## config.mk

```make
export PLATFORM = sky130hd
export DESIGN_NAME = positional_list_engine
export DESIGN_NICKNAME = d
export VERILOG_FILES = /design/src/hw/rtl/ple_pkg.sv /design/src/hw/rtl/ple_mem.sv /design/src/hw/rtl/positional_list_engine.sv
export SDC_FILE = /design/constraint.sdc
export NUM_CORES = 1
export LEC_CHECK = 0
export BUFFER_PORTS_ARGS = -buffer_cell sky130_fd_sc_hd__buf_4
export CORE_MARGIN = 2
export CORE_UTILIZATION = 40
export DETAILED_ROUTE_END_ITERATION = 10
export GPL_TIMING_DRIVEN = 0
export PLACE_DENSITY = 0.56
export SKIP_LAST_GASP = 1
export SLEW_MARGIN = 20
export SYNTH_ARGS = -nofsm -noshare
export SYNTH_HDL_FRONTEND = slang
export SYNTH_HIERARCHICAL = 1
export SYNTH_SLANG_ARGS = --single-unit
```

## constraint.sdc

```tcl
create_clock -name clk_i -period 12 [get_ports clk_i]
set_clock_uncertainty 0.1 [all_clocks]
set_input_delay 2.4 -clock clk_i [delete_from_list [all_inputs] [get_ports clk_i]]
set_output_delay 2.4 -clock clk_i [all_outputs]
set_load 0.01 [all_outputs]
```

## src/hw/rtl/ple_pkg.sv

```systemverilog
// Shared types and constants of the positional list engine.
`default_nettype none

package ple_pkg;

  localparam int unsigned DataW       = 32;
  localparam int unsigned PosW        = 8;
  localparam int unsigned LenW        = 5;
  localparam int unsigned DefCapacity = 16;

  typedef enum logic [1:0] {
    MODE_INSERT = 2'd0,
    MODE_ERASE  = 2'd1,
    MODE_READ   = 2'd2,
    MODE_NOP    = 2'd3
  } mode_e;

  typedef enum logic [1:0] {
    ST_OK     = 2'd0,
    ST_APPEND = 2'd1,
    ST_FULL   = 2'd2,
    ST_EMPTY  = 2'd3
  } status_e;

endpackage

`default_nettype wire

```

## src/hw/rtl/ple_mem.sv

```systemverilog
// Entry store: one write port, one read port with registered read data.
`default_nettype none

module ple_mem #(
  parameter int unsigned Depth = ple_pkg::DefCapacity
) (
  input  wire logic                              clk_i,
  input  wire logic                              we_i,
  input  wire logic [$clog2(Depth)-1:0]          waddr_i,
  input  wire logic [ple_pkg::DataW-1:0]         wdata_i,
  input  wire logic                              re_i,
  input  wire logic [$clog2(Depth)-1:0]          raddr_i,
  output logic      [ple_pkg::DataW-1:0]         rdata_o
);

  logic [ple_pkg::DataW-1:0] mem_q [Depth];
  logic [ple_pkg::DataW-1:0] rdata_q;

  always_ff @(posedge clk_i) begin
    if (we_i) begin
      mem_q[waddr_i] <= wdata_i;
    end
  end

  // Hold read data until the next read.
  always_ff @(posedge clk_i) begin
    if (re_i) begin
      rdata_q <= mem_q[raddr_i];
    end
  end

  assign rdata_o = rdata_q;

endmodule

`default_nettype wire

```

## src/hw/rtl/positional_list_engine.sv

```systemverilog
// Top level of the positional list engine: command sequencer and result register.
`default_nettype none

// Ordered list of up to CAPACITY signed 32-bit values held in a single-port
// read / single-port write memory with registered read data. One command
// is worked at a time; in_stall_o is low only while the sequencer is idle, and
// a finished result waits in the output register without blocking the next
// command. Insert at position p on a list of n entries moves the n-p tail
// entries up by one, one entry per cycle through the memory read/write loop,
// then writes the new value. Erase moves the n-p-1 entries behind the gap
// down. Read streams one beat per cycle when the output is not stalled; the
// memory read port sets that pace. Full insert, empty erase, empty read and
// mode 3 give a single beat. Every beat of insert and erase carries
// out_value 0 and last 1; list_length always shows the count after the
// command. The memory needs no clearing: only entries below the count are
// ever read, and all of those have been written.
module positional_list_engine #(
  parameter int unsigned CAPACITY = ple_pkg::DefCapacity
) (
  input  wire logic                                clk_i,
  input  wire logic                                rst_ni,
  input  wire logic                                in_valid_i,
  output logic                                     in_stall_o,
  input  wire logic [1:0]                          mode_i,
  input  wire logic [ple_pkg::PosW-1:0]            position_i,
  input  wire logic signed [ple_pkg::DataW-1:0]    item_value_i,
  output logic                                     out_valid_o,
  input  wire logic                                out_stall_i,
  output logic signed [ple_pkg::DataW-1:0]         out_value_o,
  output logic [1:0]                               status_o,
  output logic [ple_pkg::LenW-1:0]                 list_length_o,
  output logic                                     last_o
);

  localparam int unsigned IdxW  = $clog2(CAPACITY);
  localparam int unsigned CntW  = $clog2(CAPACITY + 1);
  localparam int unsigned PosW  = ple_pkg::PosW;
  localparam int unsigned CmpW  = (CntW > PosW) ? CntW : PosW;
  localparam int unsigned LenW  = ple_pkg::LenW;
  localparam int unsigned DataW = ple_pkg::DataW;

  typedef enum logic [5:0] {
    S_IDLE  = 6'b000001,
    S_INS   = 6'b000010,
    S_PUT   = 6'b000100,
    S_ERA   = 6'b001000,
    S_READ  = 6'b010000,
    S_RESP  = 6'b100000
  } state_e;

  state_e state_q, state_d;

  logic [CntW-1:0]  count_q, count_d;
  logic [IdxW-1:0]  idx_q, idx_d;
  logic [IdxW-1:0]  at_q, at_d;
  logic [IdxW-1:0]  wr_addr_q, wr_addr_d;
  logic             wr_pend_q, wr_pend_d;
  logic [DataW-1:0] val_q, val_d;
  ple_pkg::status_e resp_status_q, resp_status_d;

  // Output register.
  logic             out_valid_q, out_valid_d;
  logic [DataW-1:0] out_value_q, out_value_d;
  ple_pkg::status_e out_status_q, out_status_d;
  logic [LenW-1:0]  out_len_q, out_len_d;
  logic             out_last_q, out_last_d;

  // Memory port.
  logic             mem_we;
  logic [IdxW-1:0]  mem_waddr;
  logic [DataW-1:0] mem_wdata;
  logic             mem_re;
  logic [IdxW-1:0]  mem_raddr;
  logic [DataW-1:0] mem_rdata;

  logic             in_accept;
  logic             slot_free;
  logic [CmpW-1:0]  pos_ext;
  logic [CmpW-1:0]  cnt_ext;
  logic [CntW-1:0]  idx_next;
  ple_pkg::mode_e   mode;

  ple_mem #(
    .Depth (CAPACITY)
  ) u_mem (
    .clk_i   (clk_i),
    .we_i    (mem_we),
    .waddr_i (mem_waddr),
    .wdata_i (mem_wdata),
    .re_i    (mem_re),
    .raddr_i (mem_raddr),
    .rdata_o (mem_rdata)
  );

  assign in_stall_o = (state_q != S_IDLE);
  assign in_accept  = in_valid_i && !in_stall_o;
  assign slot_free  = !out_valid_q || !out_stall_i;
  assign mode       = ple_pkg::mode_e'(mode_i);
  assign pos_ext    = CmpW'(position_i);
  assign cnt_ext    = CmpW'(count_q);
  assign idx_next   = CntW'(idx_q) + CntW'(1);

  always_comb begin
    state_d       = state_q;
    count_d       = count_q;
    idx_d         = idx_q;
    at_d          = at_q;
    wr_addr_d     = wr_addr_q;
    wr_pend_d     = 1'b0;
    val_d         = val_q;
    resp_status_d = resp_status_q;

    mem_we    = 1'b0;
    mem_waddr = wr_addr_q;
    mem_wdata = mem_rdata;
    mem_re    = 1'b0;
    mem_raddr = idx_q;

    out_valid_d  = out_valid_q && out_stall_i;
    out_value_d  = out_value_q;
    out_status_d = out_status_q;
    out_len_d    = out_len_q;
    out_last_d   = out_last_q;

    unique case (state_q)
      S_IDLE: begin
        if (in_accept) begin
          resp_status_d = ple_pkg::ST_OK;
          val_d         = item_value_i;
          unique case (mode)
            ple_pkg::MODE_INSERT: begin
              if (count_q >= CntW'(CAPACITY)) begin
                resp_status_d = ple_pkg::ST_FULL;
                state_d       = S_RESP;
              end else begin
                // Clamp to the end; past the end is flagged as an append.
                if (pos_ext > cnt_ext) begin
                  at_d          = IdxW'(count_q);
                  resp_status_d = ple_pkg::ST_APPEND;
                end else begin
                  at_d = IdxW'(position_i);
                end
                idx_d   = IdxW'(count_q);
                state_d = S_INS;
              end
            end
            ple_pkg::MODE_ERASE: begin
              if (count_q == '0) begin
                resp_status_d = ple_pkg::ST_EMPTY;
                state_d       = S_RESP;
              end else begin
                if (pos_ext >= cnt_ext) begin
                  at_d  = IdxW'(count_q - CntW'(1));
                  idx_d = IdxW'(count_q - CntW'(1));
                end else begin
                  at_d  = IdxW'(position_i);
                  idx_d = IdxW'(position_i);
                end
                state_d = S_ERA;
              end
            end
            ple_pkg::MODE_READ: begin
              if (count_q == '0) begin
                resp_status_d = ple_pkg::ST_EMPTY;
                state_d       = S_RESP;
              end else begin
                mem_re    = 1'b1;
                mem_raddr = '0;
                idx_d     = '0;
                state_d   = S_READ;
              end
            end
            default: begin
              state_d = S_RESP;
            end
          endcase
        end
      end

      S_INS: begin
        // Walk down from the tail: write the entry read last cycle one slot up.
        mem_we = wr_pend_q;
        if (idx_q != at_q) begin
          mem_re    = 1'b1;
          mem_raddr = idx_q - IdxW'(1);
          wr_addr_d = idx_q;
          wr_pend_d = 1'b1;
          idx_d     = idx_q - IdxW'(1);
        end else begin
          state_d = S_PUT;
        end
      end

      S_PUT: begin
        mem_we    = 1'b1;
        mem_waddr = at_q;
        mem_wdata = val_q;
        count_d   = count_q + CntW'(1);
        state_d   = S_RESP;
      end

      S_ERA: begin
        // Walk up from the gap: write the entry read last cycle one slot down.
        mem_we = wr_pend_q;
        if (idx_next < count_q) begin
          mem_re    = 1'b1;
          mem_raddr = IdxW'(idx_next);
          wr_addr_d = idx_q;
          wr_pend_d = 1'b1;
          idx_d     = IdxW'(idx_next);
        end else begin
          count_d = count_q - CntW'(1);
          state_d = S_RESP;
        end
      end

      S_READ: begin
        if (slot_free) begin
          out_valid_d  = 1'b1;
          out_value_d  = mem_rdata;
          out_status_d = ple_pkg::ST_OK;
          out_len_d    = LenW'(count_q);
          out_last_d   = (idx_next == count_q);
          if (idx_next == count_q) begin
            state_d = S_IDLE;
          end else begin
            mem_re    = 1'b1;
            mem_raddr = IdxW'(idx_next);
            idx_d     = IdxW'(idx_next);
          end
        end
      end

      S_RESP: begin
        if (slot_free) begin
          out_valid_d  = 1'b1;
          out_value_d  = '0;
          out_status_d = resp_status_q;
          out_len_d    = LenW'(count_q);
          out_last_d   = 1'b1;
          state_d      = S_IDLE;
        end
      end

      default: begin
        state_d = S_IDLE;
      end
    endcase
  end

  always_ff @(posedge clk_i or negedge rst_ni) begin
    if (!rst_ni) begin
      state_q     <= S_IDLE;
      count_q     <= '0;
      wr_pend_q   <= 1'b0;
      out_valid_q <= 1'b0;
    end else begin
      state_q     <= state_d;
      count_q     <= count_d;
      wr_pend_q   <= wr_pend_d;
      out_valid_q <= out_valid_d;
    end
  end

  // Payload and working registers need no reset.
  always_ff @(posedge clk_i) begin
    idx_q         <= idx_d;
    at_q          <= at_d;
    wr_addr_q     <= wr_addr_d;
    val_q         <= val_d;
    resp_status_q <= resp_status_d;
    out_value_q   <= out_value_d;
    out_status_q  <= out_status_d;
    out_len_q     <= out_len_d;
    out_last_q    <= out_last_d;
  end

  assign out_valid_o   = out_valid_q;
  assign out_value_o   = out_value_q;
  assign status_o      = out_status_q;
  assign list_length_o = out_len_q;
  assign last_o        = out_last_q;

`ifndef SYNTHESIS
  a_count_bound : assert property (@(posedge clk_i) disable iff (!rst_ni)
    count_q <= CntW'(CAPACITY))
    else $error("entry count exceeds capacity");

  a_no_same_entry : assert property (@(posedge clk_i) disable iff (!rst_ni)
    mem_we && mem_re |-> mem_waddr != mem_raddr)
    else $error("read and write of the same entry in one cycle");

  a_full_len : assert property (@(posedge clk_i) disable iff (!rst_ni)
    out_valid_o && status_o == ple_pkg::ST_FULL |-> list_length_o == LenW'(CAPACITY))
    else $error("full status with short list");

  a_empty_len : assert property (@(posedge clk_i) disable iff (!rst_ni)
    out_valid_o && status_o == ple_pkg::ST_EMPTY |-> list_length_o == '0 && last_o)
    else $error("empty status with nonzero length");
`endif

endmodule

`default_nettype wire

```

# Word-level counts from Yosys, hierarchy flattened
# Memory sizes are Yosys's and may differ from the RTL's. A register that Yosys moved wholly into a read port is not among the register bits.
# Cells that the tools add are included.
totals:
  ramBits: 512
  in_bits: 46
  reg_bits: 99
  wordCells: 132
  n_memories: 1
op_classes:
  n_eq_ne: 24
  n_mux: 62
  reduce_logical: 24
  magnitude_cmp: 4
  n_addsub: 4
memory_table:
  columns: ["memory", "words", "width", "read_ports", "rd_clocked_by_memory_dff", "wr", "line_no", "rtl"]
  rows:
  - ["u_mem.mem_q", 16, 32, 1, 1, 1, "ple_mem.sv:16", "logic [ple_pkg::DataW-1:0] mem_q [Depth];"]
op_table:
  columns: ["cell", "count"]
  rows:
  - ["2-to-1 mux 32 bit", 3]
  - ["2-to-1 mux 4 bit", 16]
  - ["case mux 32 bit (2 select lines)", 1]
  - ["2-to-1 mux 6 bit", 9]
  - ["case mux 6 bit (6 select lines)", 1]
  - ["case mux 4 bit (4 select lines)", 2]
  - ["inequality test 2 bit (second input constant)", 10]
  - ["case mux 6 bit (3 select lines)", 1]
  - ["case mux 4 bit (2 select lines)", 2]
  - ["2-to-1 mux 1 bit", 14]
  - ["case mux 4 bit (3 select lines)", 1]
  - ["case mux 5 bit (2 select lines)", 1]
  - ["AND reduction 5 bit", 2]
  - ["greater-or-equal comparator 8 x 5 -> 1 bit", 1]
  - ["> comparator 8 x 5 -> 1 bit", 1]
  - ["2-to-1 mux 2 bit", 4]
  - ["case mux 2 bit (2 select lines)", 2]
  - ["nonzero test 2 bit", 4]
  - ["equality test 6 x 1 -> 1 bit (second input constant)", 1]
  - ["equality test 6 x 2 -> 1 bit (second input constant)", 1]
  - ["equality test 6 x 3 -> 1 bit (second input constant)", 1]
  - ["equality test 6 x 4 -> 1 bit (second input constant)", 1]
  - ["equality test 6 x 5 -> 1 bit (second input constant)", 1]
  - ["equality test 6 bit (second input constant)", 1]
  - ["26 further kinds", 37]

# Logic depth before layout (Yosys ltp)
# Gate-level depths: netlist (run 1).
logic_depth:
  word_depth: 6
  mapped_depth: 16
  ltp_nobuf: 12

# By module
# The synthesis (run 1) kept the hierarchy.
by_module_without_submodules:
  columns: ["mod", "cells_each", "area_per_inst_um2", "n_inst"]
  rows:
  - ["ple_mem", 838, 20155.6, 1]
  - ["positional_list_engine", 411, 5092.4, 1]

# Worst setup path before layout (run 1)
# No wires, ideal clock.
synth_timing:
  kind: "input to register"
  start: "input out_stall_i"
  end: "register out_last_q (netlist: last_o) (enable)"
  path_stages: 2
  path_slack_ns: 6.292
  t_arrival_ns: 5.128
  n_path_buf: 0
  cell_sequence: "nand2_1 > a21boi_0"
synth_between:
  elab_chain_len: 4
synth_lines:
  columns: ["item", "line_no", "rtl"]
  rows:
  - ["from (decl)", "positional_list_engine.sv:28", "input wire logic out_stall_i,"]
  - ["logical NOT 1 bit *", "positional_list_engine.sv:97", "assign slot_free = !out_valid_q || !out_stall_i;"]
  - ["logical OR 1 bit *", "positional_list_engine.sv:97", null]
  - ["inequality test 2 bit (no source line)", null, null]
  - ["AND reduction 3 bit (no source line) *", null, null]
  - ["to (signal assigned)", "positional_list_engine.sv:275", "out_last_q <= out_last_d;"]
  - ["to (decl)", "positional_list_engine.sv:66", "logic out_last_q, out_last_d;"]
# Mark *: on every way between the ends. The rest lies on a longest branch, timed or not.
# A chain may end at the register's enable or synchronous reset.

# Worst setup path in the final report (run 1)
layout_timing:
  start: "input mode_i[0]"
  end: "register u_mem.rdata_q (netlist bit u_mem/rdata_o[21]), read port of u_mem.mem_q, data pin"
layout_between:
  elab_chain_len: 4
layout_lines:
  columns: ["item", "line_no", "rtl"]
  rows:
  - ["from (decl)", "positional_list_engine.sv:24", "input wire logic [1:0] mode_i,"]
  - ["equality test 2 bit", "positional_list_engine.sv:130", "unique case (mode)"]
  - ["2-to-1 mux 1 bit", "positional_list_engine.sv:130", null]
  - ["2-to-1 mux 1 bit", "positional_list_engine.sv:127", "if (in_accept) begin"]
  - ["case mux 1 bit (4 select lines)", "positional_list_engine.sv:125", "unique case (state_q)"]
  - ["named net mem_re", "positional_list_engine.sv:72", "logic mem_re;"]
  - ["to (decl)", "ple_mem.sv:17", "logic [ple_pkg::DataW-1:0] rdata_q;"]
# The timed path passes the listed nets, and every way through them passes these cells.

==> reports/results.ini, run 1 <==
[setup_path]
crit_type=input pin to register
critPathLaunch=mode_i[0]
worstPathRequired_ns=12.22
crit_path_top_delay_cell=buf_1
r2r_end=u_mem/rdata_o[21]
cp-start-kind=input pin
cp.arrival_ns=5.98
max_stage_delay_ns=0.78
reg2regPathDepth=16
end_kind=register
regToRegStartpoint=idx_q[1]
cp_cell_sequence=buf_4 -> inv_1 -> ha_1 -> nand2b_1 -> nor2_1 -> or3_1 -> clkbuf_4 -> buf_16 -> o21bai_1 -> buf_2 -> buf_1 -> mux4_2 -> a22oi_1 -> nand2_1
endpoint=u_mem/rdata_o[21]
path_max_fanout=36
rrSetupSlack_ns=6.60

[timing]
fmax_mhz=173.7
grt_setup_unrepaired=no
finalHoldViolations=0
maxSlewHeadroom_pct=34.21
drv_slew=0
setup_viol=0
tightest_slew_ns=0.9868
fin_crit_ns=5.757
layout_worst_path_cycle_share_pct=47.98
fin_setup_tns_ns=0

[routing]
avgViaCountPerCell=5.425
drt_iter0_drc=1261
vias=12720
final_antenna_net_count=0
routed_wirelength_mm=58.18
wire_per_inst_um=24.81
first_pass_iters=7
drc=0

[yosys]
synth.avg_cell_area_um2=20.21
ys.flop_type=edfxtp_1
seq_area_frac_synth_pct=76.22
synth_top_family_by_area=multiplexers
mappedNetlistNets=1314
synthXorXnorAreaFrac_pct=0.4163
synth.area.top_cells=edfxtp_1 75%, mux4_2 11%, a22oi_1 2.0%
ys_types=68
synth_warnings=6
synth_cells=1249
synth_top_cell_area_share_pct=74.93
synth_top_cell_by_area=edfxtp_1
synthAdderAreaFrac_pct=0.9416
syn_area_mm2=0.02525
synthArstFlopShare_pct=2.022
yosys.area_share.simple_pct=4.163
synth-compound-area-share_pct=3.682
synth-edff-count=630
synthMuxAreaShare_pct=13.07
ys_seq_elements=643

[global_routing]
grt_start_max_net_pins=37
antenna_found_initial=1
grt_pass1_wl_mm=85.59
gr-total-overflow=0
grt_use_total_pct=18.27
grt_pass1_vias=12940

[clock_tree]
clk_latency_ns=0.61
clk_pin_slew_worst_paths_ns=0.06
cts_tree=built
clkSinkCount=643
hold_buffers=0
clockBufferDepth=3
htreeDepth=3
post_cts.resized_instances=0
postCtsSetupBuffers=0
cts_buffers=69
root_buffer=clkbuf_16

[min_path]
hold_class=register to register

[finish]
fin_area_mm2=0.02995
nNetsFinal=1512
num_antenna_cells=0
area_delta_synth_final_pct=18.62
post_route_cells_drive_above_1_share_pct=29.69

[place]
placed_cell_area_mm2=0.02774
numPortBuffers=87
gp_congestion=0.8250
dp_hpwl_mm=38.00

[die]
coreArea_mm2=0.06274
fp.dieH_um=255.2
die_w_um=255.2
io_pins=88
rows=92
dieArea_mm2=0.06514
initial_core_util_pct=40.25

[run]
drv_cap=0

[status]
outcome=complete, no violations

[power_and_ir_drop]
report.power.total_w=0.006393
leakagePower_nw=9.839
peakVddDrop_mv=0.1056
p_per_area_mw_per_mm2=213.5

-- cell families after synthesis --
| kind of cell | after synthesis |
|---|---|
| and+or+nand+nor | 194 |
| adders and majority gates | 19 |
| AOI/OAI and AO/OA | 134 |
| DFF | 643 |
| buffers and inverters | 82 |
| xor gates and xnor gates | 12 |
| muxes | 165 |
-- worst min-delay path by stage --
stage | start | to | slack, ns | depth (start not counted)
after floorplan | idx_q[2] | wr_addr_q[2] | 0.32 | 0
after global placement | count_q[3] | list_length_o[3] | 0.33 | 0
after detailed placement | idx_q[3] | wr_addr_q[3] | 0.33 | 0
after CTS | idx_q[3] | wr_addr_q[3] | 0.35 | 0
after global routing | count_q[3] | list_length_o[3] | 0.36 | 0
final | count_q[2] | list_length_o[2] | 0.35 | 0
-- area by class of cell --
cell class | instances | area (um^2)
Buffer | 62 | 309.0
Timing Repair Buffer | 127 | 1305
Inverter | 20 | 75.07
Clock buffer | 85 | 1829
Fill cell | 5202 | 32790
Sequential cell | 643 | 19240
Multi-Input combinational cell | 524 | 5744
Clock inverter | 38 | 382.9
Tap cell | 846 | 1059
-- cell usage in the layout (no fill, tap or decap), types with 6 or more instances in the layout --
cell         n
a21oi_1     16
or3_1        6
xor2_1       6
nor2_4      12
ha_1        19
inv_1       19
clkbuf_16   71
buf_4      114
mux4_2     128
buf_12       8
buf_16      12
a22oi_1     66
bufinv_16    7
buf_1       13
o21ai_1      7
clkinv_1    14
clkinv_2    11
edfxtp_1   630
dfrtp_1     12
nor2_1      20
clkbuf_1    39
mux2_2      37
buf_6        6
and2_1      36
buf_2       10
o21ai_0     16
nand3_1     11
xnor2_1      6
nand2_1     59
-- cell usage after synthesis (7+ instances only) --
cell type,number
nand2_1,59
nand3_1,11
o21ai_1,7
o21ai_0,16
nor3_1,7
buf_2,10
clkbuf_1,26
nor2_1,32
and2_1,36
ha_1,19
buf_4,10
a22oi_1,66
inv_1,20
dfrtp_1,12
mux4_2,128
mux2_2,37
edfxtp_1,630
a21oi_1,16
buf_1,13
-- per-layer routing --
metal  vias up  wire length (um)  track usage [%]
met5         -                 0                0
met4         0              1246            5.146
met3        87              3446            3.366
met2       382             27550            28.77
met1      6718             25940            26.21
li1       5534                 -                -
-- state kept, by name, summed over array words and instances, names as in the netlist --
signal,flops
resp_status_q,2
status_o,2
state_q,6
list_length_o,5
out_valid_o,1
out_value_o,32
wr_pend_q,1
u_mem/rdata_o,32
count_q,5
at_q,4
u_mem/mem_q,512
last_o,1
idx_q,4
val_q,32
wr_addr_q,4
-- worst max-delay path, delay by kind of cell --
family          cells  cell delay (ns)
mux                 1             0.42
compound gates      2             0.61
fa+ha+maj           1             0.23
buf+inv             6             1.67
simple gates        4             0.62
-- report_power, final --
group	leakage [nW]	switching (W)	internal (W)
Combinational	2.90	0.000899	0.000635
Clock	1.08	0.000852	0.00124
Sequential	5.86	0.0000505	0.00272
Total	9.84	0.00180	0.00459
-- metrics by stage --
step	setup slack (ns)	std cells	utilization, %	hold WS, ns
final	6.243	2345	47.74	0.3496
after global routing	6.208	2345	47.74	0.3568
after CTS	6.322	2345	47.74	0.3470
after detailed placement	5.683	2222	44.21	0.3329
after global placement	3.003	2182	42.97	0.3308
after floorplan	6.292	1249	-	0.3206
Note: power is estimated with default switching activity, not from simulation.
==> run 2, diff against run 1 <==
--- a/config.mk
+++ b/config.mk
@@ -5,12 +5,13 @@
 export SDC_FILE = /design/constraint.sdc
 export NUM_CORES = 1
 export LEC_CHECK = 0
+export ABC_AREA = 1
 export BUFFER_PORTS_ARGS = -buffer_cell sky130_fd_sc_hd__buf_4
 export CORE_MARGIN = 2
 export CORE_UTILIZATION = 40
 export DETAILED_ROUTE_END_ITERATION = 10
 export GPL_TIMING_DRIVEN = 0
-export PLACE_DENSITY = 0.56
+export PLACE_DENSITY = 0.58
 export SKIP_LAST_GASP = 1
 export SLEW_MARGIN = 20
 export SYNTH_ARGS = -nofsm -noshare
==> constraint.sdc (replaced) <==
create_clock -name clk_i -period 5 [get_ports clk_i]
set_clock_uncertainty 0.1 [all_clocks]
set_input_delay 1 -clock clk_i [delete_from_list [all_inputs] [get_ports clk_i]]
set_output_delay 1 -clock clk_i [all_outputs]
set_load 0.01 [all_outputs]
==> run 2 against run 1 <==
Final area grew 10%. Non-clock buffer count rose by 62. Clock-buffer cell count increased by 2. Highest routed layer unchanged. Global-route usage is 3.6 points higher. Sequential power increased by 140%. Routed wire length increased by 38%. Critical path depth up 4. Combinational power grew to 4.4 times the previous value. Clock power grew 130%. Critical endpoint is now u_mem/rdata_o[5]. First-iteration DRC count grew 55%. Synthesized area grew 12%.
==> reports/results.ini, run 2 <==
[yosys]
seq_area_frac_synth_pct=68.20  ; -8.0 points
syn_area_mm2=0.02822  ; +12%
synth_warnings=6  ; unchanged
mappedNetlistNets=2743  ; +110%
synth_cells=2678  ; +110%
yosysMostFrequentCell=nand2_1
synth_common_cells=817 x nand2_1, 630 x edfxtp_1, 471 x inv_1, 414 x nand3_1, 71 x nor2_1
synthArstFlopShare_pct=2.022  ; unchanged
synth-edff-count=630  ; unchanged
ys.flop_type=edfxtp_1
synth_top_cell_by_area=edfxtp_1
ys_types=38  ; -44%
synth.area.top_cells=edfxtp_1 67%, nand2_1 11%, nand3_1 7.3%
ys_seq_elements=643  ; unchanged
synth.avg_cell_area_um2=10.54  ; -48%
synth_top_cell_area_share_pct=67.05  ; -7.9 points

[global_routing]
grt_start_max_net_pins=33  ; -11%
gr-total-overflow=0  ; unchanged
grt_pass1_wl_mm=118.3  ; +38%
grt_pass1_vias=19000  ; +47%
grt_use_total_pct=21.87  ; +3.6 points
antenna_found_initial=0  ; -1

[timing]
fin_crit_ns=4.677
grt_setup_unrepaired=no
fmax_mhz=213.8
finalHoldViolations=0  ; unchanged
layout_worst_path_cycle_share_pct=93.55
drv_slew=0  ; unchanged
setup_viol=0  ; unchanged
maxSlewHeadroom_pct=26.02  ; -8.2 points
tightest_slew_ns=1.110  ; +0.1229 ns

[die]
fp.dieH_um=269.6  ; +5.6%
coreArea_mm2=0.06991  ; +11%
io_pins=88  ; unchanged
initial_core_util_pct=40.36  ; +0.12 points
rows=97  ; +5.4%
dieArea_mm2=0.07268  ; +12%
die_w_um=269.6  ; +5.6%

[routing]
wire_per_inst_um=20.72  ; -16%
avgViaCountPerCell=5.065  ; -6.6%
first_pass_iters=5  ; -2
routed_wirelength_mm=80.18  ; +38%
drc=0  ; unchanged
vias=19600  ; +54%
drt_iter0_drc=1950  ; +55%
final_antenna_net_count=0  ; unchanged

[clock_tree]
clockBufferDepth=3  ; unchanged
cts_buffers=70  ; +1.4%
clk_latency_ns=0.61  ; about the same
clkSinkCount=643  ; unchanged
postCtsSetupBuffers=0  ; unchanged
hold_buffers=0  ; unchanged
root_buffer=clkbuf_16
clk_pin_slew_worst_paths_ns=0.06  ; about the same
cts_tree=built
post_cts.resized_instances=0  ; unchanged
htreeDepth=3  ; unchanged

[setup_path]
path_max_fanout=10  ; -72%
crit_path_top_delay_cell=buf_1
end_kind=register
worstPathRequired_ns=5.25  ; -6.97 ns
crit_type=register to register
crit_family=simple AND/OR/NAND/NOR gates
cp_cell_sequence=ha_1 -> xnor2_1 -> inv_1 -> ha_1 -> nand2_1 -> nor2_1 -> nand2_1 -> o21ai_0 -> nand2_1 -> nand3_1 -> nand2_1 -> nor2_1 -> nand2_1 -> inv_2 -> buf_1 -> nand3_1 -> nand3_1 -> nand2_1
cp.arrival_ns=4.93  ; -1.05 ns
path_buf_inv=3  ; -3
cp-start-kind=register
max_stage_delay_ns=0.87  ; +0.09 ns
crit_top_cell=nand2_1

[run]
drv_cap=0  ; unchanged

[power_and_ir_drop]
swShare_pct=38.22  ; +10 points
peakVddDrop_mv=0.3932  ; +270%
leakagePower_nw=13.91  ; +41%
p_per_area_mw_per_mm2=555.1  ; +160%
comb_power_share_pct=36.8  ; +13 points
clock_power_share_pct=26.1  ; -6.6 points
seqPwrFrac_pct=37.1  ; -6.2 points
switching_power_w=0.006992  ; +290%
p_int_w=0.01130  ; +150%

[status]
outcome=complete, no violations

[place]
gp_congestion=0.8596  ; +4.2%
dp_hpwl_mm=53.53  ; +41%
placed_cell_area_mm2=0.03088  ; +11%
numPortBuffers=87  ; unchanged

[finish]
fin_area_mm2=0.03295  ; +10%
final_common_cell=nand2_1
post-route-util_pct=47.14  ; -0.60 points
num_antenna_cells=0  ; unchanged
post_route_cells_drive_above_1_share_pct=12.15  ; -18 points
nNetsFinal=2948  ; +95%
largest_reg_flops=512  ; unchanged
top_register=u_mem/mem_q
area_delta_synth_final_pct=16.78
layout_common_cells=816 x nand2_1, 630 x edfxtp_1, 471 x inv_1

[min_path]
hold_class=input pin to asynchronous set/reset pin

## run 2: per-stage QoR
| stage | worst slack (ns) | TNS (ns) | cells | hold WS, ns | total power [W] |
|---|---|---|---|---|---|
| 2_1_floorplan | 0.6543 | 0 | 2678 | 0.3507 | 0.01087 |
| 3_3_place_gp | -2.929 | -557.35 | 3705 | 0.3675 | 0.01333 |
| 3_5_place_dp | 0.4083 | 0 | 3751 | 0.3655 | 0.01359 |
| 4_1_cts | 0.3965 | 0 | 3870 | 0.1010 | 0.01838 |
| 5_1_grt | 0.1032 | 0 | 3870 | 0.1238 | 0.01919 |
| 6_report | 0.3225 | 0 | 3870 | 0.1233 | 0.01829 |
## run 2: worst reg2reg max path, cell delays in order (launching register included)
cell and delay [ns]:
edfxtp_1 0.53, ha_1 0.29, xnor2_1 0.23, inv_1 0.07
ha_1 0.30, nand2_1 0.05, nor2_1 0.12, nand2_1 0.21
o21ai_0 0.23, nand2_1 0.07, nand3_1 0.08, nand2_1 0.08
nor2_1 0.21, nand2_1 0.17, inv_2 0.32, buf_1 0.88
nand3_1 0.24, nand3_1 0.18, nand2_1 0.08
## run 2: worst paths after layout
kind,from,cells past startpoint,endpoint,slack (ns)
max in group asynchronous,rst_ni,1,state_q[0],4.44
worst max register to register,idx_q[0],18,u_mem/rdata_o[5],0.32
worst max-delay path,idx_q[0],18,u_mem/rdata_o[5],0.32
worst min-delay path,rst_ni,1,state_q[5],0.12
worst min register to register,idx_q[2],0,wr_addr_q[2],0.39
min in group clk_i,idx_q[2],0,wr_addr_q[2],0.39
## run 2: final cells by class
| cell class | count | area [um^2] |
|---|---|---|
| Buffer | 118 | 773.2 |
| Clock buffer | 87 | 1858 |
| Clock inverter | 32 | 210.2 |
| Fill cell | 6383 | 36960 |
| Inverter | 476 | 1789 |
| Multi-Input combinational cell | 1441 | 6556 |
| Sequential cell | 643 | 19240 |
| Tap cell | 940 | 1176 |
| Timing Repair Buffer | 133 | 1344 |
## run 2: power groups by stage
stage	Clock [W]	Combinational, W	Sequential (W)
5_1_grt	0.00507	0.00732	0.00681
2_1_floorplan	0	0.00396	0.00691
6_report	0.00478	0.00673	0.00678
3_5_place_dp	0	0.00669	0.00689
4_1_cts	0.00486	0.00673	0.00678
3_3_place_gp	0	0.00639	0.00694
## run 2: kinds of logic (layout without fill, tap and decap cells)
| group | after synthesis | in the layout | synth area share [%] |
|---|---|---|---|
| compound gates | 69 | 69 | 1.286 |
| xor+xnor | 12 | 12 | 0.3725 |
| fa+ha+maj | 19 | 19 | 0.8425 |
| buf+inv | 594 | 846 | 9.081 |
| flops | 643 | 643 | 68.20 |
| simple gates | 1341 | 1341 | 20.22 |
## run 2: layer usage
metal  share of wire, %  vias up  GRT usage (%)
li1                   -     9124              -
met1                 41     9554          29.04
met2                 48      771          36.43
met3                7.1      151          3.108
met4                3.5        0          8.392
met5                  0        -              0
